`src/ttsc_pkg.sv`:
```
package ttsc_pkg;

    // list geometry
    localparam int ROWS_PER_PAGE = 8;
    localparam int LIST_TOP_Y    = 96;
    localparam int ROW_PITCH     = 56;

    // reciprocals for the constant divisions, exact over the numerator width
    localparam int PAGE_SHIFT = 16;
    localparam int PAGE_RECIP = (2 ** PAGE_SHIFT + ROWS_PER_PAGE - 1) / ROWS_PER_PAGE;
    localparam int ROW_SHIFT  = 22;
    localparam int ROW_RECIP  = (2 ** ROW_SHIFT + ROW_PITCH - 1) / ROW_PITCH;

    // screen regions
    localparam logic [11:0] EDGE_MIN     = 12'd12;
    localparam logic [11:0] SCREEN_X_MAX = 12'd799;
    localparam logic [11:0] SCREEN_Y_MAX = 12'd587;
    localparam logic [11:0] OPEN_X_MIN   = 12'd30;
    localparam logic [11:0] OPEN_X_MAX   = 12'd630;
    localparam logic [11:0] OPEN_Y_MAX   = 12'd80;
    localparam logic [11:0] CTRL_X_MIN   = 12'd698;
    localparam logic [11:0] CTRL_X_SPLIT = 12'd744;
    localparam logic [11:0] CTRL_X_END   = 12'd790;
    localparam logic [11:0] CTRL_Y_MIN   = 12'd538;
    localparam logic [11:0] CTRL_Y_END   = 12'd584;
    localparam logic [11:0] ROW_X_MAX    = 12'd787;
    localparam logic [7:0]  CTRL_MIN_CNT = 8'd3;

    // gesture limits
    localparam logic [31:0] DUR_MIN        = 32'd30;
    localparam logic [31:0] DUR_MAX        = 32'd2000;
    localparam logic [31:0] TAP_DUR_MAX    = 32'd700;
    localparam logic [11:0] SWIPE_MIN      = 12'd45;
    localparam logic [12:0] TAP_TRAVEL_MAX = 13'd12;

    typedef enum logic [2:0] {
        ACT_NONE   = 3'd0,
        ACT_OPEN   = 3'd1,
        ACT_NEXT   = 3'd2,
        ACT_PREV   = 3'd3,
        ACT_SELECT = 3'd4
    } t_action;

    typedef struct packed {
        logic [3:0]  contacts;
        logic [11:0] pos_x;
        logic [11:0] pos_y;
        logic [31:0] time_ms;
        logic        overview_mode;
        logic [7:0]  page_number;
        logic [7:0]  entry_count;
    } t_sample;

    typedef struct packed {
        logic        pressed;
        logic        aborted;
        logic [11:0] origin_x;
        logic [11:0] origin_y;
        logic [11:0] latest_x;
        logic [11:0] latest_y;
        logic [31:0] press_time;
        logic [12:0] peak_travel;
    } t_gesture;

    function automatic logic [11:0] abs_diff(input logic [11:0] a, input logic [11:0] b);
        return (a > b) ? a - b : b - a;
    endfunction

    // (count - 1) / ROWS_PER_PAGE, or 0 for an empty list
    function automatic logic [7:0] final_page(input logic [7:0] count);
        logic [24:0] prod;
        prod = 25'(count - 8'd1) * 25'(PAGE_RECIP);
        return (count == 8'd0) ? 8'd0 : prod[PAGE_SHIFT +: 8];
    endfunction

endpackage

```
`src/ttsc_intf.sv`:
```
interface ttsc_in_if;
    logic        valid;
    logic        ready;
    logic [3:0]  contacts;
    logic [11:0] pos_x;
    logic [11:0] pos_y;
    logic [31:0] time_ms;
    logic        overview_mode;
    logic [7:0]  page_number;
    logic [7:0]  entry_count;

    modport source (
        output valid, contacts, pos_x, pos_y, time_ms, overview_mode, page_number,
               entry_count,
        input  ready
    );
    modport sink (
        input  valid, contacts, pos_x, pos_y, time_ms, overview_mode, page_number,
               entry_count,
        output ready
    );
endinterface

interface ttsc_out_if;
    logic       valid;
    logic       ready;
    logic [2:0] action_kind;
    logic [7:0] entry_index;

    modport source (output valid, action_kind, entry_index, input ready);
    modport sink (input valid, action_kind, entry_index, output ready);
endinterface

```
`src/ttsc_tracker.sv`:
```
module ttsc_tracker (
    input  logic               i_clk,
    input  logic               i_rst_n,
    input  logic               i_en,
    input  ttsc_pkg::t_sample  i_sample,
    output ttsc_pkg::t_gesture o_gesture
);
    import ttsc_pkg::*;

    t_gesture    r_gest;
    t_gesture    n_gest;
    logic        w_new_press;
    logic [11:0] w_org_x;
    logic [11:0] w_org_y;
    logic [12:0] w_peak;
    logic [12:0] w_travel;

    assign w_new_press = (i_sample.contacts != 4'd0) && !r_gest.pressed;
    assign w_org_x     = w_new_press ? i_sample.pos_x : r_gest.origin_x;
    assign w_org_y     = w_new_press ? i_sample.pos_y : r_gest.origin_y;
    assign w_peak      = w_new_press ? 13'd0 : r_gest.peak_travel;
    assign w_travel    = 13'(abs_diff(i_sample.pos_x, w_org_x))
                       + 13'(abs_diff(i_sample.pos_y, w_org_y));

    always_comb begin
        n_gest = r_gest;
        if (i_en) begin
            if (i_sample.contacts != 4'd0) begin
                n_gest.pressed = 1'b1;
                if (w_new_press) begin
                    n_gest.aborted    = 1'b0;
                    n_gest.origin_x   = i_sample.pos_x;
                    n_gest.origin_y   = i_sample.pos_y;
                    n_gest.press_time = i_sample.time_ms;
                end
                if (i_sample.contacts != 4'd1) begin
                    n_gest.aborted = 1'b1;
                end
                n_gest.latest_x    = i_sample.pos_x;
                n_gest.latest_y    = i_sample.pos_y;
                n_gest.peak_travel = (w_travel > w_peak) ? w_travel : w_peak;
            end else begin
                n_gest.pressed = 1'b0;
            end
        end
    end

    always_ff @(posedge i_clk) begin
        if (!i_rst_n) begin
            r_gest <= '0;
        end else begin
            r_gest <= n_gest;
        end
    end

    assign o_gesture = r_gest;

endmodule

```
`src/ttsc_locate.sv`:
```
module ttsc_locate (
    input  logic [11:0]       i_x,
    input  logic [11:0]       i_y,
    input  logic              i_overview,
    input  logic [7:0]        i_page,
    input  logic [7:0]        i_count,
    input  logic [7:0]        i_last_page,
    output ttsc_pkg::t_action o_kind,
    output logic [7:0]        o_index
);
    import ttsc_pkg::*;

    logic [11:0] w_dy;
    logic [34:0] w_row_prod;
    logic [11:0] w_row;
    logic [13:0] w_index;
    logic        w_on_screen;
    logic        w_in_ctrl;

    assign w_dy       = i_y - 12'(LIST_TOP_Y);
    assign w_row_prod = 35'(w_dy) * 35'(ROW_RECIP);
    assign w_row      = w_row_prod[ROW_SHIFT +: 12];
    assign w_index    = 14'(i_page) * 14'(ROWS_PER_PAGE) + 14'(w_row);

    assign w_on_screen = (i_x >= EDGE_MIN) && (i_x <= SCREEN_X_MAX)
                      && (i_y >= EDGE_MIN) && (i_y <= SCREEN_Y_MAX);
    assign w_in_ctrl   = (i_count > CTRL_MIN_CNT) && (i_x >= CTRL_X_MIN) && (i_x < CTRL_X_END)
                      && (i_y >= CTRL_Y_MIN) && (i_y < CTRL_Y_END);

    always_comb begin
        o_kind  = ACT_NONE;
        o_index = 8'd0;
        if (!w_on_screen) begin
            o_kind = ACT_NONE;
        end else if (!i_overview) begin
            if (i_x >= OPEN_X_MIN && i_x <= OPEN_X_MAX && i_y <= OPEN_Y_MAX
                && i_count != 8'd0) begin
                o_kind = ACT_OPEN;
            end
        end else if (i_page > i_last_page) begin
            o_kind = ACT_NONE;
        end else if (w_in_ctrl) begin
            // page control: next on the left half, previous on the right
            if (i_x < CTRL_X_SPLIT && i_page < i_last_page) begin
                o_kind = ACT_NEXT;
            end
            if (i_x >= CTRL_X_SPLIT && i_page != 8'd0) begin
                o_kind = ACT_PREV;
            end
        end else if (i_x <= ROW_X_MAX && i_y >= 12'(LIST_TOP_Y)) begin
            if (w_row < 12'(ROWS_PER_PAGE) && w_index < 14'(i_count)) begin
                o_kind  = ACT_SELECT;
                o_index = w_index[7:0];
            end
        end
    end

endmodule

```
`src/ttsc_classify.sv`:
```
module ttsc_classify (
    input  ttsc_pkg::t_sample  i_sample,
    input  ttsc_pkg::t_gesture i_gesture,
    output ttsc_pkg::t_action  o_kind,
    output logic [7:0]         o_index
);
    import ttsc_pkg::*;

    logic [31:0] w_dur;
    logic [11:0] w_adx;
    logic [11:0] w_ady;
    logic [7:0]  w_last;
    logic        w_release;
    logic        w_valid_dur;
    logic        w_swipe;
    logic        w_tap;
    t_action     w_loc_kind;
    logic [7:0]  w_loc_index;

    assign w_dur  = i_sample.time_ms - i_gesture.press_time;
    assign w_adx  = abs_diff(i_gesture.latest_x, i_gesture.origin_x);
    assign w_ady  = abs_diff(i_gesture.latest_y, i_gesture.origin_y);
    assign w_last = final_page(i_sample.entry_count);

    assign w_release   = (i_sample.contacts == 4'd0) && i_gesture.pressed;
    assign w_valid_dur = !i_gesture.aborted && (w_dur >= DUR_MIN) && (w_dur <= DUR_MAX);
    assign w_swipe     = i_sample.overview_mode && (w_ady >= SWIPE_MIN)
                      && (13'(w_ady) > {w_adx, 1'b0});
    assign w_tap       = (i_gesture.peak_travel <= TAP_TRAVEL_MAX) && (w_dur <= TAP_DUR_MAX);

    ttsc_locate u_locate (
        .i_x        (i_gesture.origin_x),
        .i_y        (i_gesture.origin_y),
        .i_overview (i_sample.overview_mode),
        .i_page     (i_sample.page_number),
        .i_count    (i_sample.entry_count),
        .i_last_page(w_last),
        .o_kind     (w_loc_kind),
        .o_index    (w_loc_index)
    );

    always_comb begin
        o_kind  = ACT_NONE;
        o_index = 8'd0;
        if (w_release && w_valid_dur) begin
            if (w_swipe) begin
                // a swipe with no page to turn gives nothing, no tap fallback
                if (i_gesture.latest_y < i_gesture.origin_y
                    && i_sample.page_number < w_last) begin
                    o_kind = ACT_NEXT;
                end
                if (i_gesture.latest_y > i_gesture.origin_y
                    && i_sample.page_number != 8'd0) begin
                    o_kind = ACT_PREV;
                end
            end else if (w_tap) begin
                o_kind  = w_loc_kind;
                o_index = w_loc_index;
            end
        end
    end

endmodule

```
`src/touch_tap_swipe_classifier_core.sv`:
```
// Touch tap and swipe classifier. Every touch sample item on i_in gives exactly one
// result item on o_out, in order; the action is non-none only on the release sample of
// a single-contact gesture. One item is accepted per clock cycle, sustained while results are taken.
// Each accepted item passes through the input register, then the result register, which drives
// o_out; an item waits in the input register while a result is held back. The gesture state is
// updated in the same cycle that classifies the sample, so consecutive samples follow each
// other without gaps; the result register decouples the output, and i_in stalls only when a
// result is held back by o_out.ready.
module touch_tap_swipe_classifier_core (
    input  logic            i_clk,
    input  logic            i_rst_n,
    ttsc_in_if.sink         i_in,
    ttsc_out_if.source      o_out
);
    import ttsc_pkg::*;

    logic       r_in_valid;
    t_sample    r_in;
    logic       r_out_valid;
    t_action    r_kind;
    logic [7:0] r_index;
    logic       w_advance;
    logic       w_accept;
    t_gesture   w_gesture;
    t_action    w_kind;
    logic [7:0] w_index;

    assign w_advance  = r_in_valid && (!r_out_valid || o_out.ready);
    assign i_in.ready = !r_in_valid || !r_out_valid || o_out.ready;
    assign w_accept   = i_in.valid && i_in.ready;

    always_ff @(posedge i_clk) begin
        if (!i_rst_n) begin
            r_in_valid <= 1'b0;
        end else if (w_accept) begin
            r_in_valid <= 1'b1;
        end else if (w_advance) begin
            r_in_valid <= 1'b0;
        end
    end

    always_ff @(posedge i_clk) begin
        if (w_accept) begin
            r_in.contacts      <= i_in.contacts;
            r_in.pos_x         <= i_in.pos_x;
            r_in.pos_y         <= i_in.pos_y;
            r_in.time_ms       <= i_in.time_ms;
            r_in.overview_mode <= i_in.overview_mode;
            r_in.page_number   <= i_in.page_number;
            r_in.entry_count   <= i_in.entry_count;
        end
    end

    ttsc_tracker u_tracker (
        .i_clk    (i_clk),
        .i_rst_n  (i_rst_n),
        .i_en     (w_advance),
        .i_sample (r_in),
        .o_gesture(w_gesture)
    );

    ttsc_classify u_classify (
        .i_sample (r_in),
        .i_gesture(w_gesture),
        .o_kind   (w_kind),
        .o_index  (w_index)
    );

    always_ff @(posedge i_clk) begin
        if (!i_rst_n) begin
            r_out_valid <= 1'b0;
        end else if (w_advance) begin
            r_out_valid <= 1'b1;
        end else if (o_out.ready) begin
            r_out_valid <= 1'b0;
        end
    end

    always_ff @(posedge i_clk) begin
        if (w_advance) begin
            r_kind  <= w_kind;
            r_index <= w_index;
        end
    end

    assign o_out.valid       = r_out_valid;
    assign o_out.action_kind = r_kind;
    assign o_out.entry_index = r_index;

`ifndef NO_ASSERTIONS
    a_action_only_on_release: assert property (@(posedge i_clk) disable iff (!i_rst_n)
        (w_advance && w_kind != ACT_NONE) |-> (r_in.contacts == 4'd0))
        else $error("action raised on a sample that is not a release");

    a_index_only_on_select: assert property (@(posedge i_clk) disable iff (!i_rst_n)
        (o_out.valid && o_out.action_kind != ACT_SELECT) |-> (o_out.entry_index == 8'd0))
        else $error("entry index set without a select action");

    a_advance_fills_output: assert property (@(posedge i_clk) disable iff (!i_rst_n)
        w_advance |=> r_out_valid)
        else $error("processed item did not reach the result register");

    a_release_clears_press: assert property (@(posedge i_clk) disable iff (!i_rst_n)
        (w_advance && r_in.contacts == 4'd0) |=> !w_gesture.pressed)
        else $error("release sample left the gesture pressed");
`endif

endmodule

```
`src/flat_wrapper.sv`:
```
// flat-port wrapper written by rule: the top's interface ports become plain ports
module touch_tap_swipe_classifier_core_flat import ttsc_pkg::*;
  (i_clk, i_rst_n, i_in_valid, i_in_contacts, i_in_pos_x, i_in_pos_y, i_in_time_ms, i_in_overview_mode, i_in_page_number, i_in_entry_count, i_in_ready, o_out_valid, o_out_action_kind, o_out_entry_index, o_out_ready);
  ttsc_in_if i_in_i ();
  ttsc_out_if o_out_i ();
  input  logic i_clk;
  input  logic i_rst_n;
  input wire logic [$bits(i_in_i.valid)-1:0] i_in_valid;
  input wire logic [$bits(i_in_i.contacts)-1:0] i_in_contacts;
  input wire logic [$bits(i_in_i.pos_x)-1:0] i_in_pos_x;
  input wire logic [$bits(i_in_i.pos_y)-1:0] i_in_pos_y;
  input wire logic [$bits(i_in_i.time_ms)-1:0] i_in_time_ms;
  input wire logic [$bits(i_in_i.overview_mode)-1:0] i_in_overview_mode;
  input wire logic [$bits(i_in_i.page_number)-1:0] i_in_page_number;
  input wire logic [$bits(i_in_i.entry_count)-1:0] i_in_entry_count;
  output wire logic [$bits(i_in_i.ready)-1:0] i_in_ready;
  output wire logic [$bits(o_out_i.valid)-1:0] o_out_valid;
  output wire logic [$bits(o_out_i.action_kind)-1:0] o_out_action_kind;
  output wire logic [$bits(o_out_i.entry_index)-1:0] o_out_entry_index;
  input wire logic [$bits(o_out_i.ready)-1:0] o_out_ready;
  assign i_in_i.valid = i_in_valid;
  assign i_in_i.contacts = i_in_contacts;
  assign i_in_i.pos_x = i_in_pos_x;
  assign i_in_i.pos_y = i_in_pos_y;
  assign i_in_i.time_ms = i_in_time_ms;
  assign i_in_i.overview_mode = i_in_overview_mode;
  assign i_in_i.page_number = i_in_page_number;
  assign i_in_i.entry_count = i_in_entry_count;
  assign i_in_ready = i_in_i.ready;
  assign o_out_valid = o_out_i.valid;
  assign o_out_action_kind = o_out_i.action_kind;
  assign o_out_entry_index = o_out_i.entry_index;
  assign o_out_i.ready = o_out_ready;
  touch_tap_swipe_classifier_core u_core (.i_clk(i_clk), .i_rst_n(i_rst_n), .i_in(i_in_i), .o_out(o_out_i));
endmodule
```
`config.mk`:
```
export PLATFORM = sky130hd
export DESIGN_NAME = touch_tap_swipe_classifier_core_flat
export DESIGN_NICKNAME = d
export VERILOG_FILES = /design/src/ttsc_pkg.sv /design/src/ttsc_intf.sv /design/src/ttsc_tracker.sv /design/src/ttsc_locate.sv /design/src/ttsc_classify.sv /design/src/touch_tap_swipe_classifier_core.sv /design/src/flat_wrapper.sv
export SDC_FILE = /design/constraint.sdc
export NUM_CORES = 1
export LEC_CHECK = 0
export ABC_AREA = 1
export BUFFER_PORTS_ARGS = -buffer_cell sky130_fd_sc_hd__buf_4
export CORE_MARGIN = 2
export CORE_UTILIZATION = 45
export CTS_CLUSTER_DIAMETER = 30
export DETAILED_ROUTE_END_ITERATION = 8
export GPL_TIMING_DRIVEN = 0
export PLACE_DENSITY = 0.69
export SYNTH_ARGS = -nofsm -noshare
export SYNTH_HDL_FRONTEND = slang
export SYNTH_SLANG_ARGS = --single-unit
```
`constraint.sdc`:
```
create_clock -name i_clk -period 6.4 [get_ports i_clk]
set_input_delay 0.64 -clock i_clk [delete_from_list [all_inputs] [get_ports i_clk]]
set_output_delay 0.64 -clock i_clk [all_outputs]
set_load 0.01 [all_outputs]
```
**Yosys cells after proc, flatten, opt, wreduce, memory -nomap -nowiden**

Cells that the tools add are included.

- Flip-flop bits (word level): 185
- Logic and storage cells: 146
- Output and inout port bits: 13

- Mux-type cells: 29
- Magnitude comparators: 32
- $mul: 1
- Eq/ne operators: 1
- $add $sub $neg: 13
- Reductions and logical operators: 45
- Bitwise gates (word level): 6

Operators with widths:

| operator | number |
|---|---|
| subtractor 12 bit | 8 |
| two-way mux 12 bit | 6 |
| greater-than comparator 12 bit | 4 |
| <= comparator 12 x 10 -> 1 bit (second input constant) | 4 |
| greater-or-equal comparator 12 x 10 -> 1 bit (second input constant) | 3 |
| < comparator 12 x 10 -> 1 bit (second input constant) | 3 |
| greater-or-equal comparator 32 x 5 -> 1 bit (second input constant) | 1 |
| <= comparator 32 x 10 -> 1 bit (second input constant) | 1 |
| <= comparator 32 x 11 -> 1 bit (second input constant) | 1 |
| subtractor 32 bit | 1 |
| multiplier 12 x 17 -> 29 bit (second input constant) | 1 |
| two-way mux 3 bit | 9 |
| logical AND 1 bit | 26 |
| two-way mux 13 bit | 2 |
| two-way mux 25 bit | 1 |
| greater-or-equal comparator 12 x 4 -> 1 bit (second input constant) | 2 |
| nonzero test 8 bit | 2 |
| < comparator 14 x 8 -> 1 bit | 1 |
| adder 12 x 12 -> 13 bit | 1 |
| greater-than comparator 12 x 13 -> 1 bit | 1 |
| greater-than comparator 13 bit | 1 |
| <= comparator 13 x 4 -> 1 bit (second input constant) | 1 |
| adder 11 x 7 -> 12 bit | 1 |
| greater-or-equal comparator 12 x 5 -> 1 bit (second input constant) | 1 |
| 24 further kinds | 45 |

**Logic depth before layout (Yosys ltp)**

- Depth after elaboration: 13
- Mapped depth: 46
- Gate-level depth less buffers: 45

**Cells and area by module**

A second synthesis with hierarchy kept.

- Cells, all modules: 3183
- Area, all modules: 20865.0 µm²

By module, submodules not included:

| module | seq. area each (µm²) | times used | cells each | area an instance (µm²) |
|---|---|---|---|---|
| ttsc_tracker | 1901.8 | 1 | 1217 | 7692.4 |
| ttsc_classify | 0.0 | 1 | 1226 | 6319.8 |
| ttsc_locate | 0.0 | 1 | 640 | 4116.4 |
| touch_tap_swipe_classifier_core | 2682.6 | 1 | 100 | 2736.4 |

**Worst setup path before layout**

No wires, ideal clock.

- Kind: register to register
- Start: reg u_core.u_tracker.r_gest, in the netlist u_core.u_tracker.o_gesture[74]
- End: reg u_core.r_index[0], in the netlist u_core.o_out.entry_index[0] (data pin)
- Required time: 6261 ps
- Library setup time: 139 ps
- Slack: -633 ps
- Period minus slack after synthesis: 7033 ps
- Stages on the path, launching flop included: 46
- Arrival time: 6894 ps
- Cells stage by stage: dfxtp_1 ha_1 nor3_1 nand3_1 xor2_1 ha_1 fa_1 inv_1 fa_1 fa_1 inv_1 fa_1 inv_1 ha_1 nand2_1 inv_1 nand2_1 nand2_1 (+10 left out) inv_1 nand3_1 nand3_1 nand2_1 nand2_1 inv_1 ha_1 a21oi_1 o21ai_0 nor2_1 nand3_1 nor2_1 nand4_1 nor2_1 nand3_1 nor2_2 nand3_4 nor2_2

- Longest elaborated chain between the ends: 7
- Elaborated cells between the ends (all ways): 28
- Classes of those cells: add/sub (4); mul (1); order compare (10); mux (1); bitwise (3); reduce/logical (9)

Ends and longest elaborated chain:

| item | line | RTL |
|---|---|---|
| start, declared | ttsc_tracker.sv:10 | `t_gesture r_gest;` |
| start signal, assigned | ttsc_tracker.sv:52 | `r_gest <= n_gest;` |
| subtractor 12 x 7 -> 12 bit | ttsc_locate.sv:20 | `assign w_dy = i_y - 12'(LIST_TOP_Y);` |
| multiplier 12 x 17 -> 29 bit | ttsc_locate.sv:21 | `assign w_row_prod = 35'(w_dy) * 35'(ROW_RECIP);` |
| adder 11 x 7 -> 12 bit | ttsc_locate.sv:23 | `assign w_index = 14'(i_page) * 14'(ROWS_PER_PAGE) + 14'(w_row);` |
| named net u_core.u_classify.u_locate.w_index[7] | ttsc_locate.sv:16 | `logic [13:0] w_index;` |
| < comparator 14 x 8 -> 1 bit | ttsc_locate.sv:51 | `if (w_row < 12'(ROWS_PER_PAGE) && w_index < 14'(i_count)) begin` |
| logical AND 1 bit | ttsc_locate.sv:51 |  |
| inverter 1 bit (no line) | - |  |
| OR reduction 9 bit (no line) | - |  |
| end signal, assigned | touch_tap_swipe_classifier_core.sv:82 | `r_index <= w_index;` |
| end, declared | touch_tap_swipe_classifier_core.sv:21 | `logic [7:0] r_index;` |

The timed path passes the listed nets, and every way through them passes these cells.
A chain may end at the register's enable or synchronous reset.

**Worst setup path after layout**

- Start: reg u_core.u_tracker.r_gest, in the netlist u_core.u_tracker.o_gesture[74]
- End: reg u_core.r_index[2], in the netlist u_core.o_out.entry_index[2] (data pin)

Same word-level chain as after synthesis.

==> reports/metrics.yaml <==
sw_frac_of_total_pct: 48.58
worstPathArrival_ps: 7390
cp-end-kind: "flop"
seqCellArea_um2: 4598
multi_input_area_um2: 12960
synthTopCellsByCount: "nand2_1, inv_1, ha_1"
ctsHoldBuffers: 0
fin_crit_ps: 7063
power.density_nw_per_um2: 349.8
grt_util_all_layers_pct: 25.20
outcome: "complete, but fails checks"
cts_tree: "built"
synth-seq-cells: 185
yosysWarningCount: 0
gp_congestion: 0.9752
die_h_um: 209.5
synth.most_common_cell: "nand2_1"
p_clk_share_pct: 14.3
p_int_uw: 3966
drc: 0
ys_seq_area_share_pct: 24.13
dr.first_iter.drc_count: 1539
insertion_delay_ps: 470
io_buffers: 93
hold_class: "in2reg"
async_flop_share_pct: 0
startpoint_type: "flop"
antenna_found_initial: 0
postLayoutSetupSlackWorst_ps: -662.7
yosysUniqueCellTypes: 56
cp_top_family: "adder cells"
routed_wl_um: 55030
grt_max_degree: 34
io_pins: 94
hpwlAfterDp_um: 44880
whs_ps: 339.7
worst_path_max_delay_cell: "fa_1"
htreeDepth: 4
diodes: 0
syn_area_um2: 19000
finalCritPeriodShare_pct: 110.4
switching_power_uw: 3746
path_clk_slew_ps: 80
n_fill_cell: 4117
p_seq_share_pct: 18.3
synth.area.top_cells: "ha_1, edfxtp_1, nand2_1"
grt_pass1_vias: 17690
cellLeakagePower_uw: 0.01074
synth_area_leader_cell: "ha_1"
cts.sinks: 185
cts_made_buffers: 17
drv_cap: 0
grt_pass1_wl_um: 88790
vdd_ir_drop_max_mv: 0.4984
synth-edff-count: 88
setup_viol: 9
gr-total-overflow: 0
synth.avg_cell_area_um2: 6.892
violations: "negative setup slack"
wire_per_inst_um: 15.87
hold_viol: 0
dr.pass1.iters: 8
tightest_slew_ps: 1429
final_util_pct: 52.68
maxSlewViolCount: 0
drt-vias-per-instance: 5.295
die_area_um2: 43890
fp.dieW_um: 209.5
fin_skew_ps: 18.24
max_freq_mhz: 141.6
crit_path_max_fanout: 5
core_area_um2: 41850
fp-row-count: 75
drive_above_1_share_pct: 12.53
critical_path_class: "reg2reg"
required_ps: 6730
crit_path_frequent_cell: "inv_2"
critPathBufInv: 10
area_growth_pct: 16.02
rsz0062_at_grt: "yes"
synth_cells: 2757
synth_flop_cell: "dfxtp_1"
antenna_left: 0
vias: 18360
cpPeakStageDelay_ps: 520
nNetsFinal: 3304
root_buffer: "clkbuf_16"
start_util_pct: 45.40
relSlewSlack_pct: 3.833
combinationalPowerShare_pct: 67.3
synth_top_area_share_pct: 17.91
clk_path_buf_depth: 2
[registers in the layout, indices dropped and copies added, names as in the netlist]
register	count
u_core.o_out.action_kind	3
u_core.o_out.entry_index	8
u_core.o_out.valid	1
u_core.r_in_valid	1
u_core.u_tracker.o_gesture	95
u_core.r_in	77
[kinds of logic (layout without fill, tap and decap cells)]
logic type               after synthesis  in the layout  synth area share, %
flip-flops                           185            185                24.13
other                                  1              3              0.01973
adder cells (fa/ha/maj)              307            307                21.60
multiplexers                          11             11               0.5926
XOR/XNOR                              63             63                2.904
buffers and inverters                536            705                10.73
AND/OR/NAND/NOR                     1169           1170                26.23
AO/OA/AOI/OAI                        485            485                13.80
[layout by cell type, fill, tap and decap left out, types with 8 or more instances in the layout]
master / n
dfxtp_1: 92
ha_4: 16
nor3_1: 27
nand3_2: 11
nand3_1: 133
nand2_1: 689
o21ai_0: 142
clkbuf_1: 30
xor2_1: 34
buf_4: 135
a21oi_1: 240
o211ai_1: 12
ha_2: 9
clkbuf_16: 19
edfxtp_1: 88
o21bai_1: 12
fa_1: 33
o21ai_1: 15
ha_1: 247
a21o_1: 9
inv_1: 461
mux2i_1: 8
xnor2_1: 23
nor2_1: 172
nand4_1: 40
nor2_2: 28
inv_2: 20
o21ai_2: 10
a21oi_2: 9
nand2_2: 29
[cell type report]
type | count | area share (%)
multi-input cells | 2039 | 58.79
flip-flops and latches | 185 | 20.86
inverters | 486 | 8.320
repair buffers | 138 | 4.943
well taps | 539 | 3.059
clock buffers | 19 | 2.157
plain buffers | 49 | 1.277
clock inverters | 13 | 0.6016
[final timing paths]
| kind | startpoint | endpoint | slack (ps) | cells after the start |
|---|---|---|---|---|
| setup reg to reg | u_core.u_tracker.o_gesture[74] | u_core.o_out.entry_index[2] | -660 | 44 |
| hold / removal | i_in_time_ms[4] | u_core.r_in[21] | 340 | 1 |
| hold reg to reg | u_core.u_tracker.o_gesture[29] | u_core.u_tracker.o_gesture[29] | 460 | 2 |
| setup / recovery | u_core.u_tracker.o_gesture[74] | u_core.o_out.entry_index[2] | -660 | 44 |
[metrics by stage]
step                      setup TNS (ps)  total power, uW  cell area, um^2  cells  setup slack, ps
after detailed placement          -24330             6032            20530   3393            -1379
after floorplan                    -2315             4908            19110   2759           -280.7
after CTS                          -5710             7526            21640   3451           -686.0
after global placement            -31180             5943            20480   3391            -1324
after global routing               -9404             8490            22050   3468            -1087
final                              -5494             7713            22050   3468           -662.7
[what timing repair did]
action                     4_1_cts  5_1_grt
setup endpoints to repair       22       22
hold endpoints to repair         0        0
gates cloned                     1        0
pin swaps                       37       32
resized for setup               76       85
setup buffers                   26       17
[per-layer routing]
| layer | GRT usage, % | up-vias | wire length (um) |
|---|---|---|---|
| li1 | - | 9284 | - |
| met1 | 34.39 | 8504 | 25490 |
| met2 | 41.86 | 505 | 25030 |
| met3 | 3.516 | 70 | 3294 |
| met4 | 6.823 | 0 | 1211 |
| met5 | 0 | - | 0 |
[power by group through the flow]
stage	clock (uW)	sequential (uW)	combinational (uW)
2_1_floorplan	0	1410	3500
3_3_place_gp	0	1440	4510
3_5_place_dp	0	1440	4600
4_1_cts	1130	1410	4990
5_1_grt	1160	1420	5910
6_report	1110	1410	5190
[worst reg2reg max path, delay by kind of cell (launching register included)]
kind | cells | cell delay, ps
flip-flops | 1 | 370
AND/OR/NAND/NOR | 21 | 2270
buffers and inverters | 10 | 590
XOR/XNOR | 1 | 220
adder cells (fa/ha/maj) | 9 | 3080
AO/OA/AOI/OAI | 3 | 410
No activity file was read; power rests on OpenSTA's default activity.
